**config.mk**
```make
export PLATFORM = sky130hd
export DESIGN_NAME = charge_pilot_pwm_decoder_top
export DESIGN_NICKNAME = d
export VERILOG_FILES = /design/src/rtl/cppd_pkg.sv /design/src/rtl/charge_pilot_pwm_decoder_top.sv /design/src/rtl/cppd_sequencer.sv /design/src/rtl/cppd_divider.sv /design/src/rtl/cppd_datapath.sv
export SDC_FILE = /design/constraint.sdc
export NUM_CORES = 2
export LEC_CHECK = 0
export ABC_AREA = 1
export BUFFER_PORTS_ARGS = -buffer_cell sky130_fd_sc_hd__buf_2
export CORE_MARGIN = 2
export CORE_UTILIZATION = 40
export CTS_BUF_LIST = sky130_fd_sc_hd__clkbuf_8 sky130_fd_sc_hd__clkbuf_16
export CTS_CLUSTER_DIAMETER = 100
export CTS_CLUSTER_SIZE = 14
export DETAILED_ROUTE_END_ITERATION = 10
export PLACE_DENSITY = 0.6
export SYNTH_ARGS = -nofsm -noshare
export SYNTH_HDL_FRONTEND = slang
export SYNTH_SLANG_ARGS = --single-unit
```
**constraint.sdc**
```tcl
create_clock -name clk -period 7.6 [get_ports clk]
set_input_delay 0.38 -clock clk [delete_from_list [all_inputs] [get_ports clk]]
set_output_delay 0.38 -clock clk [all_outputs]
set_load 0.05 [all_outputs]
```
**src/rtl/cppd_pkg.sv**
```systemverilog
// Shared types, codes and the microcode program of the pilot PWM decoder.
package cppd_pkg;

	localparam int STEP_W    = 5;
	localparam int CFG_IDX_W = 8;
	localparam int MUL_W     = 42;
	localparam int DIV_CNT_W = 5;
	localparam int DC_STEPS  = 25;
	localparam int QUO_W     = 25;

	// configuration register indexes
	localparam logic [CFG_IDX_W-1:0] REG_TIMER_CLOCK = 8'd0;
	localparam logic [CFG_IDX_W-1:0] REG_WALL_VOLT   = 8'd1;
	localparam logic [CFG_IDX_W-1:0] REG_EFFICIENCY  = 8'd2;
	localparam logic [CFG_IDX_W-1:0] REG_PACK_VOLT   = 8'd3;

	// multiplier operand A
	localparam logic [1:0] MA_P   = 2'd0;
	localparam logic [1:0] MA_H   = 2'd1;
	localparam logic [1:0] MA_AC  = 2'd2;
	localparam logic [1:0] MA_MUL = 2'd3;

	// multiplier operand B
	localparam logic [1:0] MB_CONST = 2'd0;
	localparam logic [1:0] MB_WALL  = 2'd1;
	localparam logic [1:0] MB_EFF   = 2'd2;

	// range checks
	localparam logic [2:0] CHK_NONE    = 3'd0;
	localparam logic [2:0] CHK_FREQ_LO = 3'd1;
	localparam logic [2:0] CHK_FREQ_HI = 3'd2;
	localparam logic [2:0] CHK_DUTY_LO = 3'd3;
	localparam logic [2:0] CHK_DUTY_HI = 3'd4;
	localparam logic [2:0] CHK_KNEE    = 3'd5;

	// t0 operations
	localparam logic [1:0] T0_NONE = 2'd0;
	localparam logic [1:0] T0_MUL  = 2'd1;
	localparam logic [1:0] T0_SUB  = 2'd2;

	// divider operations
	localparam logic [1:0] DIV_NONE     = 2'd0;
	localparam logic [1:0] DIV_START_AC = 2'd1;
	localparam logic [1:0] DIV_START_DC = 2'd2;
	localparam logic [1:0] DIV_STEP     = 2'd3;

	// result writes
	localparam logic [1:0] RES_NONE = 2'd0;
	localparam logic [1:0] RES_AC   = 2'd1;
	localparam logic [1:0] RES_DC   = 2'd2;

	// jump conditions
	localparam logic [2:0] JC_NEXT  = 3'd0;
	localparam logic [2:0] JC_GOTO  = 3'd1;
	localparam logic [2:0] JC_FAULT = 3'd2;
	localparam logic [2:0] JC_HI    = 3'd3;
	localparam logic [2:0] JC_DIV   = 3'd4;
	localparam logic [2:0] JC_IN    = 3'd5;
	localparam logic [2:0] JC_OUT   = 3'd6;

	// named program addresses
	localparam logic [STEP_W-1:0] ST_IDLE    = 5'd0;
	localparam logic [STEP_W-1:0] ST_HI_NUM  = 5'd10;
	localparam logic [STEP_W-1:0] ST_DIV_AC  = 5'd13;
	localparam logic [STEP_W-1:0] ST_AC_LOOP = 5'd14;
	localparam logic [STEP_W-1:0] ST_DC_LOOP = 5'd19;
	localparam logic [STEP_W-1:0] ST_FAULT   = 5'd21;
	localparam logic [STEP_W-1:0] ST_OUT     = 5'd22;

	typedef struct packed {
		logic              mul_en;
		logic [1:0]        mul_a;
		logic [1:0]        mul_b;
		logic [9:0]        k;
		logic [2:0]        chk;
		logic [1:0]        t0_op;
		logic              t1_ld;
		logic [1:0]        div_op;
		logic [1:0]        res_op;
		logic [2:0]        jc;
		logic [STEP_W-1:0] target;
	} uop_t;

	typedef struct packed {
		logic fault;
		logic hi;
		logic div_last;
	} flags_t;

	function automatic uop_t ucode(input logic [STEP_W-1:0] step);
		uop_t u;
		u = '0;
		case (step)
			5'd0: begin
				u.jc = JC_IN;
			end
			5'd1: begin
				u.mul_en = 1'b1; u.mul_a = MA_P; u.k = 10'd990;
			end
			5'd2: begin
				u.mul_en = 1'b1; u.mul_a = MA_P; u.k = 10'd1000;
				u.chk = CHK_FREQ_LO;
			end
			5'd3: begin
				u.mul_en = 1'b1; u.mul_a = MA_P; u.k = 10'd5;
				u.chk = CHK_FREQ_HI;
			end
			5'd4: begin
				u.mul_en = 1'b1; u.mul_a = MA_H; u.k = 10'd100;
				u.t0_op = T0_MUL;
			end
			5'd5: begin
				u.mul_en = 1'b1; u.mul_a = MA_P; u.k = 10'd95;
				u.t1_ld = 1'b1; u.chk = CHK_DUTY_LO;
			end
			5'd6: begin
				u.mul_en = 1'b1; u.mul_a = MA_P; u.k = 10'd85;
				u.chk = CHK_DUTY_HI;
			end
			5'd7: begin
				u.chk = CHK_KNEE; u.jc = JC_FAULT; u.target = ST_FAULT;
			end
			5'd8: begin
				u.mul_en = 1'b1; u.mul_a = MA_H; u.k = 10'd60;
				u.jc = JC_HI; u.target = ST_HI_NUM;
			end
			5'd9: begin
				u.t0_op = T0_MUL; u.jc = JC_GOTO; u.target = ST_DIV_AC;
			end
			5'd10: begin
				u.mul_en = 1'b1; u.mul_a = MA_H; u.k = 10'd250;
			end
			5'd11: begin
				u.mul_en = 1'b1; u.mul_a = MA_P; u.k = 10'd160;
				u.t0_op = T0_MUL;
			end
			5'd12: begin
				u.t0_op = T0_SUB;
			end
			5'd13: begin
				u.div_op = DIV_START_AC;
			end
			5'd14: begin
				u.div_op = DIV_STEP; u.jc = JC_DIV; u.target = ST_AC_LOOP;
			end
			5'd15: begin
				u.res_op = RES_AC;
			end
			5'd16: begin
				u.mul_en = 1'b1; u.mul_a = MA_AC; u.mul_b = MB_WALL;
			end
			5'd17: begin
				u.mul_en = 1'b1; u.mul_a = MA_MUL; u.mul_b = MB_EFF;
			end
			5'd18: begin
				u.div_op = DIV_START_DC;
			end
			5'd19: begin
				u.div_op = DIV_STEP; u.jc = JC_DIV; u.target = ST_DC_LOOP;
			end
			5'd20: begin
				u.res_op = RES_DC; u.jc = JC_GOTO; u.target = ST_OUT;
			end
			5'd21: begin
				u.jc = JC_NEXT;
			end
			5'd22: begin
				u.jc = JC_OUT; u.target = ST_IDLE;
			end
			default: begin
				u.jc = JC_GOTO; u.target = ST_IDLE;
			end
		endcase
		return u;
	endfunction

endpackage

```
**src/rtl/charge_pilot_pwm_decoder_top.sv**
```systemverilog
// Pilot PWM decoder: stream ports, configuration registers and output register.
// The restoring divider (one quotient bit per cycle) runs twice per valid capture, once for the AC
// and once for the DC quotient; a fault skips it, and the output register may wait on m_tready.
// A new capture is accepted only once the result of the last one has loaded into the output
// register, so the block never holds more than one capture in flight.
// Reset clears the held currents and loads the default register values.
module charge_pilot_pwm_decoder_top #(
	parameter int AMP_FRACTION_BITS = 8
) (
	input  logic                              clk,
	input  logic                              arst_n,
	input  logic                              s_tvalid,
	output logic                              s_tready,
	input  logic [63:0]                       s_tdata,   // period_count, high_count
	output logic                              m_tvalid,
	input  logic                              m_tready,
	output logic [31:0]                       m_tdata,   // ac_amps_q8, dc_amps_q8, zero pad
	output logic                              m_tuser,   // pilot_status
	input  logic                              cfg_we,
	input  logic [cppd_pkg::CFG_IDX_W-1:0]    cfg_index,
	input  logic [31:0]                       cfg_data
);

	logic [31:0]      timer_clock_q;
	logic [8:0]       wall_voltage_q;
	logic [8:0]       efficiency_q;
	logic [9:0]       pack_voltage_q;
	cppd_pkg::uop_t   uop;
	cppd_pkg::flags_t flags;
	logic             in_fire;
	logic             out_free;
	logic             out_load;
	logic             status;
	logic [14:0]      ac_amps;
	logic [15:0]      dc_amps;
	logic             out_valid_q;
	logic             out_status_q;
	logic [14:0]      out_ac_q;
	logic [15:0]      out_dc_q;

	assign s_tready = uop.jc == cppd_pkg::JC_IN;
	assign in_fire  = s_tvalid && s_tready;
	assign out_free = !out_valid_q || m_tready;
	assign out_load = (uop.jc == cppd_pkg::JC_OUT) && out_free;

	always_ff @(posedge clk or negedge arst_n) begin
		if (!arst_n) begin
			timer_clock_q  <= 32'd1000000;
			wall_voltage_q <= 9'd240;
			efficiency_q   <= 9'd230;
			pack_voltage_q <= 10'd400;
		end else if (cfg_we) begin
			case (cfg_index)
				cppd_pkg::REG_TIMER_CLOCK: timer_clock_q  <= cfg_data;
				cppd_pkg::REG_WALL_VOLT:   wall_voltage_q <= cfg_data[8:0];
				cppd_pkg::REG_EFFICIENCY:  efficiency_q   <= cfg_data[8:0];
				cppd_pkg::REG_PACK_VOLT:   pack_voltage_q <= cfg_data[9:0];
				default:                   timer_clock_q  <= timer_clock_q;
			endcase
		end
	end

	cppd_sequencer u_seq (
		.clk     (clk),
		.arst_n  (arst_n),
		.in_fire (in_fire),
		.out_free(out_free),
		.flags   (flags),
		.uop     (uop)
	);

	cppd_datapath #(
		.AMP_FRACTION_BITS(AMP_FRACTION_BITS)
	) u_dp (
		.clk           (clk),
		.arst_n        (arst_n),
		.uop           (uop),
		.in_fire       (in_fire),
		.period_count  (s_tdata[31:0]),
		.high_count    (s_tdata[63:32]),
		.timer_clock_hz(timer_clock_q),
		.wall_voltage  (wall_voltage_q),
		.efficiency_q8 (efficiency_q),
		.pack_voltage  (pack_voltage_q),
		.flags         (flags),
		.pilot_status  (status),
		.ac_amps_q8    (ac_amps),
		.dc_amps_q8    (dc_amps)
	);

	// hold the result until the downstream side takes it
	always_ff @(posedge clk or negedge arst_n) begin
		if (!arst_n) begin
			out_valid_q <= 1'b0;
		end else if (out_load) begin
			out_valid_q <= 1'b1;
		end else if (m_tready) begin
			out_valid_q <= 1'b0;
		end
	end

	always_ff @(posedge clk) begin
		if (out_load) begin
			out_status_q <= status;
			out_ac_q     <= ac_amps;
			out_dc_q     <= dc_amps;
		end
	end

	assign m_tvalid = out_valid_q;
	assign m_tdata  = {1'b0, out_dc_q, out_ac_q};
	assign m_tuser  = out_status_q;

endmodule

```
**src/rtl/cppd_sequencer.sv**
```systemverilog
// Step counter and control word fetch with conditional jumps.
module cppd_sequencer (
	input  logic                clk,
	input  logic                arst_n,
	input  logic                in_fire,
	input  logic                out_free,
	input  cppd_pkg::flags_t    flags,
	output cppd_pkg::uop_t      uop
);

	logic [cppd_pkg::STEP_W-1:0] step_q;
	logic [cppd_pkg::STEP_W-1:0] step_next;
	logic [cppd_pkg::STEP_W-1:0] step_inc;

	assign uop      = cppd_pkg::ucode(step_q);
	assign step_inc = step_q + cppd_pkg::STEP_W'(1);

	always_comb begin
		case (uop.jc)
			cppd_pkg::JC_NEXT:  step_next = step_inc;
			cppd_pkg::JC_GOTO:  step_next = uop.target;
			cppd_pkg::JC_FAULT: step_next = flags.fault ? uop.target : step_inc;
			cppd_pkg::JC_HI:    step_next = flags.hi ? uop.target : step_inc;
			cppd_pkg::JC_DIV:   step_next = flags.div_last ? step_inc : uop.target;
			cppd_pkg::JC_IN:    step_next = in_fire ? step_inc : step_q;
			cppd_pkg::JC_OUT:   step_next = out_free ? uop.target : step_q;
			default:            step_next = cppd_pkg::ST_IDLE;
		endcase
	end

	always_ff @(posedge clk or negedge arst_n) begin
		if (!arst_n) begin
			step_q <= cppd_pkg::ST_IDLE;
		end else begin
			step_q <= step_next;
		end
	end

endmodule

```
**src/rtl/cppd_divider.sv**
```systemverilog
// Restoring divider, one quotient bit per cycle, shared by the AC and DC quotients.
module cppd_divider #(
	parameter int AMP_FRACTION_BITS = 8
) (
	input  logic                          clk,
	input  logic                          arst_n,
	input  logic [1:0]                    op,
	input  logic [39:0]                   num_ac,
	input  logic [cppd_pkg::QUO_W-1:0]    num_dc,
	input  logic [31:0]                   period,
	input  logic [9:0]                    pack_div,
	output logic [cppd_pkg::QUO_W-1:0]    quo,
	output logic                          last
);

	localparam int RW       = 40 + AMP_FRACTION_BITS;
	localparam int AC_STEPS = AMP_FRACTION_BITS + 7;

	logic [RW-1:0]                      rem_q;
	logic [RW-1:0]                      dv_q;
	logic [cppd_pkg::QUO_W-1:0]         quo_q;
	logic [cppd_pkg::DIV_CNT_W-1:0]     cnt_q;
	logic                               fits;

	assign fits = rem_q >= dv_q;
	assign quo  = quo_q;
	assign last = cnt_q == cppd_pkg::DIV_CNT_W'(1);

	always_ff @(posedge clk or negedge arst_n) begin
		if (!arst_n) begin
			cnt_q <= '0;
		end else begin
			case (op)
				cppd_pkg::DIV_START_AC: cnt_q <= cppd_pkg::DIV_CNT_W'(AC_STEPS);
				cppd_pkg::DIV_START_DC: cnt_q <= cppd_pkg::DIV_CNT_W'(cppd_pkg::DC_STEPS);
				cppd_pkg::DIV_STEP:     cnt_q <= cnt_q - cppd_pkg::DIV_CNT_W'(1);
				default:                cnt_q <= cnt_q;
			endcase
		end
	end

	always_ff @(posedge clk) begin
		case (op)
			cppd_pkg::DIV_START_AC: begin
				rem_q <= RW'(num_ac) << AMP_FRACTION_BITS;
				dv_q  <= RW'(period) << (AC_STEPS - 1);
				quo_q <= '0;
			end
			cppd_pkg::DIV_START_DC: begin
				rem_q <= RW'(num_dc);
				dv_q  <= RW'(pack_div) << (cppd_pkg::DC_STEPS - 1);
				quo_q <= '0;
			end
			cppd_pkg::DIV_STEP: begin
				if (fits) begin
					rem_q <= rem_q - dv_q;
				end
				quo_q <= {quo_q[cppd_pkg::QUO_W-2:0], fits};
				dv_q  <= dv_q >> 1;
			end
			default: begin
				rem_q <= rem_q;
			end
		endcase
	end

endmodule

```
**src/rtl/cppd_datapath.sv**
```systemverilog
// Shared multiplier, compare flags, scratch registers and held currents.
module cppd_datapath #(
	parameter int AMP_FRACTION_BITS = 8
) (
	input  logic                clk,
	input  logic                arst_n,
	input  cppd_pkg::uop_t      uop,
	input  logic                in_fire,
	input  logic [31:0]         period_count,
	input  logic [31:0]         high_count,
	input  logic [31:0]         timer_clock_hz,
	input  logic [8:0]          wall_voltage,
	input  logic [8:0]          efficiency_q8,
	input  logic [9:0]          pack_voltage,
	output cppd_pkg::flags_t    flags,
	output logic                pilot_status,
	output logic [14:0]         ac_amps_q8,
	output logic [15:0]         dc_amps_q8
);

	localparam int MW = cppd_pkg::MUL_W;

	logic [31:0]                    p_q;
	logic [31:0]                    h_q;
	logic [MW-1:0]                  mul_q;
	logic [MW-1:0]                  t0_q;
	logic [MW-1:0]                  t1_q;
	logic                           fault_q;
	logic                           hi_q;
	logic                           status_q;
	logic [14:0]                    ac_q;
	logic [15:0]                    dc_q;
	logic [31:0]                    op_a;
	logic [9:0]                     op_b;
	logic [MW-1:0]                  clk_ext;
	logic                           chk_fail;
	logic [9:0]                     pack_div;
	logic [cppd_pkg::QUO_W-1:0]     quo;
	logic                           div_last;

	assign clk_ext  = MW'(timer_clock_hz);
	assign pack_div = (pack_voltage == 10'd0) ? 10'd1 : pack_voltage;

	always_comb begin
		case (uop.mul_a)
			cppd_pkg::MA_P:   op_a = p_q;
			cppd_pkg::MA_H:   op_a = h_q;
			cppd_pkg::MA_AC:  op_a = 32'(ac_q);
			cppd_pkg::MA_MUL: op_a = mul_q[31:0];
			default:          op_a = p_q;
		endcase
		case (uop.mul_b)
			cppd_pkg::MB_CONST: op_b = uop.k;
			cppd_pkg::MB_WALL:  op_b = 10'(wall_voltage);
			cppd_pkg::MB_EFF:   op_b = 10'(efficiency_q8);
			default:            op_b = uop.k;
		endcase
	end

	always_comb begin
		case (uop.chk)
			cppd_pkg::CHK_FREQ_LO: chk_fail = (p_q == 32'd0) || (mul_q > clk_ext);
			cppd_pkg::CHK_FREQ_HI: chk_fail = clk_ext > mul_q;
			cppd_pkg::CHK_DUTY_LO: chk_fail = mul_q < t0_q;
			cppd_pkg::CHK_DUTY_HI: chk_fail = t1_q > mul_q;
			default:               chk_fail = 1'b0;
		endcase
	end

	// operands and scratch values
	always_ff @(posedge clk) begin
		if (in_fire) begin
			p_q <= period_count;
			h_q <= high_count;
		end
		if (uop.mul_en) begin
			mul_q <= MW'(op_a) * MW'(op_b);
		end
		case (uop.t0_op)
			cppd_pkg::T0_MUL: t0_q <= mul_q;
			cppd_pkg::T0_SUB: t0_q <= t0_q - mul_q;
			default:          t0_q <= t0_q;
		endcase
		if (uop.t1_ld) begin
			t1_q <= mul_q;
		end
	end

	always_ff @(posedge clk or negedge arst_n) begin
		if (!arst_n) begin
			fault_q  <= 1'b0;
			hi_q     <= 1'b0;
			status_q <= 1'b0;
			ac_q     <= '0;
			dc_q     <= '0;
		end else begin
			if (in_fire) begin
				fault_q  <= 1'b0;
				hi_q     <= 1'b0;
			end else begin
				if (chk_fail) begin
					fault_q <= 1'b1;
				end
				if (uop.chk == cppd_pkg::CHK_KNEE) begin
					hi_q <= t1_q > mul_q;
				end
			end
			case (uop.res_op)
				cppd_pkg::RES_AC: begin
					ac_q <= (quo > cppd_pkg::QUO_W'(32767)) ? 15'h7fff : quo[14:0];
				end
				cppd_pkg::RES_DC: begin
					dc_q     <= (quo > cppd_pkg::QUO_W'(65535)) ? 16'hffff : quo[15:0];
					status_q <= 1'b1;
				end
				default: begin
					status_q <= status_q & ~in_fire;
				end
			endcase
		end
	end

	cppd_divider #(
		.AMP_FRACTION_BITS(AMP_FRACTION_BITS)
	) u_div (
		.clk     (clk),
		.arst_n  (arst_n),
		.op      (uop.div_op),
		.num_ac  (t0_q[39:0]),
		.num_dc  (mul_q[32:8]),
		.period  (p_q),
		.pack_div(pack_div),
		.quo     (quo),
		.last    (div_last)
	);

	assign flags.fault    = fault_q;
	assign flags.hi       = hi_q;
	assign flags.div_last = div_last;

	assign pilot_status = status_q;
	assign ac_amps_q8   = ac_q;
	assign dc_amps_q8   = dc_q;

endmodule

```
==> results.txt <==
The run finished with clean final reports. STA classifies the critical path endpoint as a register. The final max-slew violation count came out at 0. In this run, CTS created clock tree buffers numbering 42.

Adding up every negative setup slack in the final design gives 0 ns. The highest cell delay on the worst timing path came out at 0.55 ns. The initial core utilization is 0.404. The slew at the pin with the worst max-slew slack came out at 1.23 ns. After clock tree synthesis, the clock-pin slew on the worst setup and hold paths is about 0.070 ns. The clock period minus final worst setup slack came out at 7.36 ns. The H-tree was split into 2 levels. Of the cells placed in the final design, the portion with a size suffix greater than 1 is 0.0988. Counting stages on the worst path, the most repeated cell is inv_1. The slowest stage of the critical path is the fa_1 cell. The count of filler cells inserted in the layout came out at between 9000 and 10000. The achievable clock frequency is around 140 MHz. By area the synthesized netlist is led by edfxtp_1, fa_1, nand2_1.

Entering global routing, the biggest net connects 76 pins. The share of the clock period used by the worst path after layout came out at 0.969. Synthesis produced a netlist with a net count of about 5000. The summed instance area of the synthesized netlist came out at around 0.037 mm². The number of endpoints with negative hold slack in the final report is 0. The vias after detailed routing is around 32000. The final layout contains routed wiring with a total length of approximately 140 mm. Of all cell types, the one taking the most synthesized area is edfxtp_1. STA puts the critical path data required time at roughly 8 ns. The number of antenna violations at the first check in global routing came out at 9. Across every metal layer, demand over resource in global routing totals 0.285. The number of distinct standard cells referenced by the synthesized netlist came out at 59. The row count came out at between 100 and 150. The number of max-cap violations is 0.

The count of TritonRoute iterations in the first routing pass came out at 6. Summed over all layers, the global routing overflow is 0. The clock passes through at most 3 buffers. The final routed wire length divided by cell count came out at 22.9 µm.

The die is around 300 µm tall. The count of buffers from port buffering is 142. The sequential cell area fraction in the yosys report came out at 0.348. The detailed router's first-iteration violation count is just over 3000. The area enclosed by the die boundary is about 0.095 mm². The register bit count reported by yosys came out at between 400 and 500. The final design instance area without fill is 0.0418 mm². The final layout contains roughly 5300 nets.

The library cell used most frequently in the layout, excluding fill and tap cells, is nand2_1. In the synthesized netlist the dominant register cell turns out to be edfxtp_1. The number of setup violations in the final report is 0. The clock latency on the worst-skew pair came out at about 0.64 ns. The HPWL after detailed placement is 111 mm. Pin placement for this block handled 144 I/O pins. The worst setup path is launched from a register. For the worst setup path, the data arrival time is ~7.8 ns. The fraction of registers with async set/reset is 0.235. The TritonCTS sink count is 446. The synthesized design contains ~340 enable-type register cells. In the routed layout, each cell is associated on average with a via count of about 5.4. The first global-routing pass estimated about 200 mm of wire. Setup repair after global routing could not meet its margin everywhere. The final cell utilization of the core is 0.456. Hold timing on the final database bottoms out at a slack of approximately 0.028 ns. The register-to-register setup slack is roughly 0.24 ns. The highest net fanout along the worst path came out at 20.

After technology mapping, the gate count stands at between 4000 and 5000. In the layout the commonest cells are nand2_1, inv_1, nor2_1. The placed instances occupy a cell area of slightly below 0.04 mm². The min-delay analysis places its worst path in the category in2reg.

The worst setup path category is reg2reg. The post-route clock skew came out at 0.0457 ns. The worst slew slack as a fraction of its limit is 0.177.

The count of antenna-violating nets left after detailed routing is 0. The placeable core region is slightly above 0.09 mm². The yosys synthesis warning count is 0.

The chip width is 308 µm. The mean post-synth cell area is approximately 8.3 µm². At the end of routability-driven placement, the weighted congestion stood at between 1 and 1.5. The signed area change from the synthesized netlist to the final layout came out at 12.9%. The residual DRC count came out at 0. In this run the clock root is driven by a clkbuf_16. The area share of the leading cell type in the synthesized netlist came out at 0.277. TritonCTS built the clock tree. The number of global-route vias before repair came to about 31000.
[synth_stat cells (34+ instances only)]
cell type / instances
a21oi_1: 224
a31oi_1: 42
clkbuf_1: 62
dfrtp_1: 86
edfxtp_1: 341
fa_1: 240
ha_1: 251
inv_1: 741
nand2_1: 882
nand2_2: 34
nand3_1: 207
nand4_1: 42
nor2_1: 607
nor3_1: 44
o21ai_0: 270
xor2_1: 36
[metrics by stage]
step           worst slack, ns  instances
2_1_floorplan            0.443       4479
3_3_place_gp             0.170       5789
3_5_place_dp             0.240       5789
4_1_cts                  0.174       5937
5_1_grt                -0.0276       5942
6_report                 0.236       5943
[critical path, delay by kind of cell, from the launching register on]
family	cells	cell delay, ns
AOI/OAI and AO/OA	1	0.37
and+or+nand+nor	14	2.11
DFF	1	0.42
adders and majority gates	7	3.24
buffers and inverters	8	0.67
xor gates and xnor gates	1	0.31
[per-layer routing]
layer	vias to the layer above	track usage	routed length, µm
met5	-	0	41
met1	15900	0.391	58800
met3	214	0.0385	8960
met4	6	0.103	5470
li1	15100	-	-
met2	1160	0.461	62900
[timing repair]
item	CTS	global route
setup endpoints to repair	0	22
hold endpoints to repair	122	0
resized for setup	0	38
hold buffers	70	0
setup buffers	0	5
[path summary, 6_finish.rpt]
check	cells after the start	startpoint	endpoint
setup / recovery	31	u_seq.step_q[1]$_DFFE_PN0P_	u_dp.mul_q[35]$_DFFE_PP_
hold / removal	3	cfg_data[27]	timer_clock_q[27]$_DFFE_PN0P_
setup reg to reg	31	u_seq.step_q[1]$_DFFE_PN0P_	u_dp.mul_q[35]$_DFFE_PP_
hold reg to reg	0	u_dp.dc_amps_q8[12]$_DFFE_PN0P_	out_dc_q[12]$_DFFE_PP_
max in group asynchronous	3	arst_n	timer_clock_q[29]$_DFFE_PN0P_
min in group asynchronous	2	arst_n	u_dp.dc_amps_q8[4]$_DFFE_PN0P_
[registers in the layout, indices dropped and copies added (netlist names), 15 cells and up]
name	count
u_dp.dc_amps_q8	16
u_dp.t0_q	42
u_dp.ac_amps_q8	15
out_dc_q	16
u_dp.h_q	32
u_dp.p_q	32
u_dp.t1_q	42
u_dp.mul_q	42
out_ac_q	15
u_dp.u_div.quo	25
u_dp.u_div.rem_q	48
u_dp.u_div.dv_q	46
timer_clock_q	32
[area by class of cell]
type | instances | area [µm²] | share of cell area
multi-input combinational | 3172 | 21000 | 0.502
sequential | 446 | 12900 | 0.309
inverter | 767 | 2890 | 0.0691
timing repair buffer | 293 | 2180 | 0.0522
tap | 1186 | 1480 | 0.0355
clock buffer | 43 | 1060 | 0.0255
clock inverter | 35 | 280 | 0.00671
antenna | 1 | 2.50 | 0.0000599
[kinds of logic (layout without fill, tap and decap cells)]
group / after synthesis / after routing / synth area share
and+or+nand+nor: 1880 / 1880 / 0.211
buffers and inverters: 861 / 1138 / 0.0895
AOI/OAI and AO/OA: 737 / 737 / 0.122
adders and majority gates: 491 / 491 / 0.215
DFF: 446 / 446 / 0.348
xor gates and xnor gates: 63 / 63 / 0.0149
other: 1 / 2 / 0.000101
Power is not shown: default switching activity piles up to over one toggle a cycle in this logic, so the estimate is an artifact.
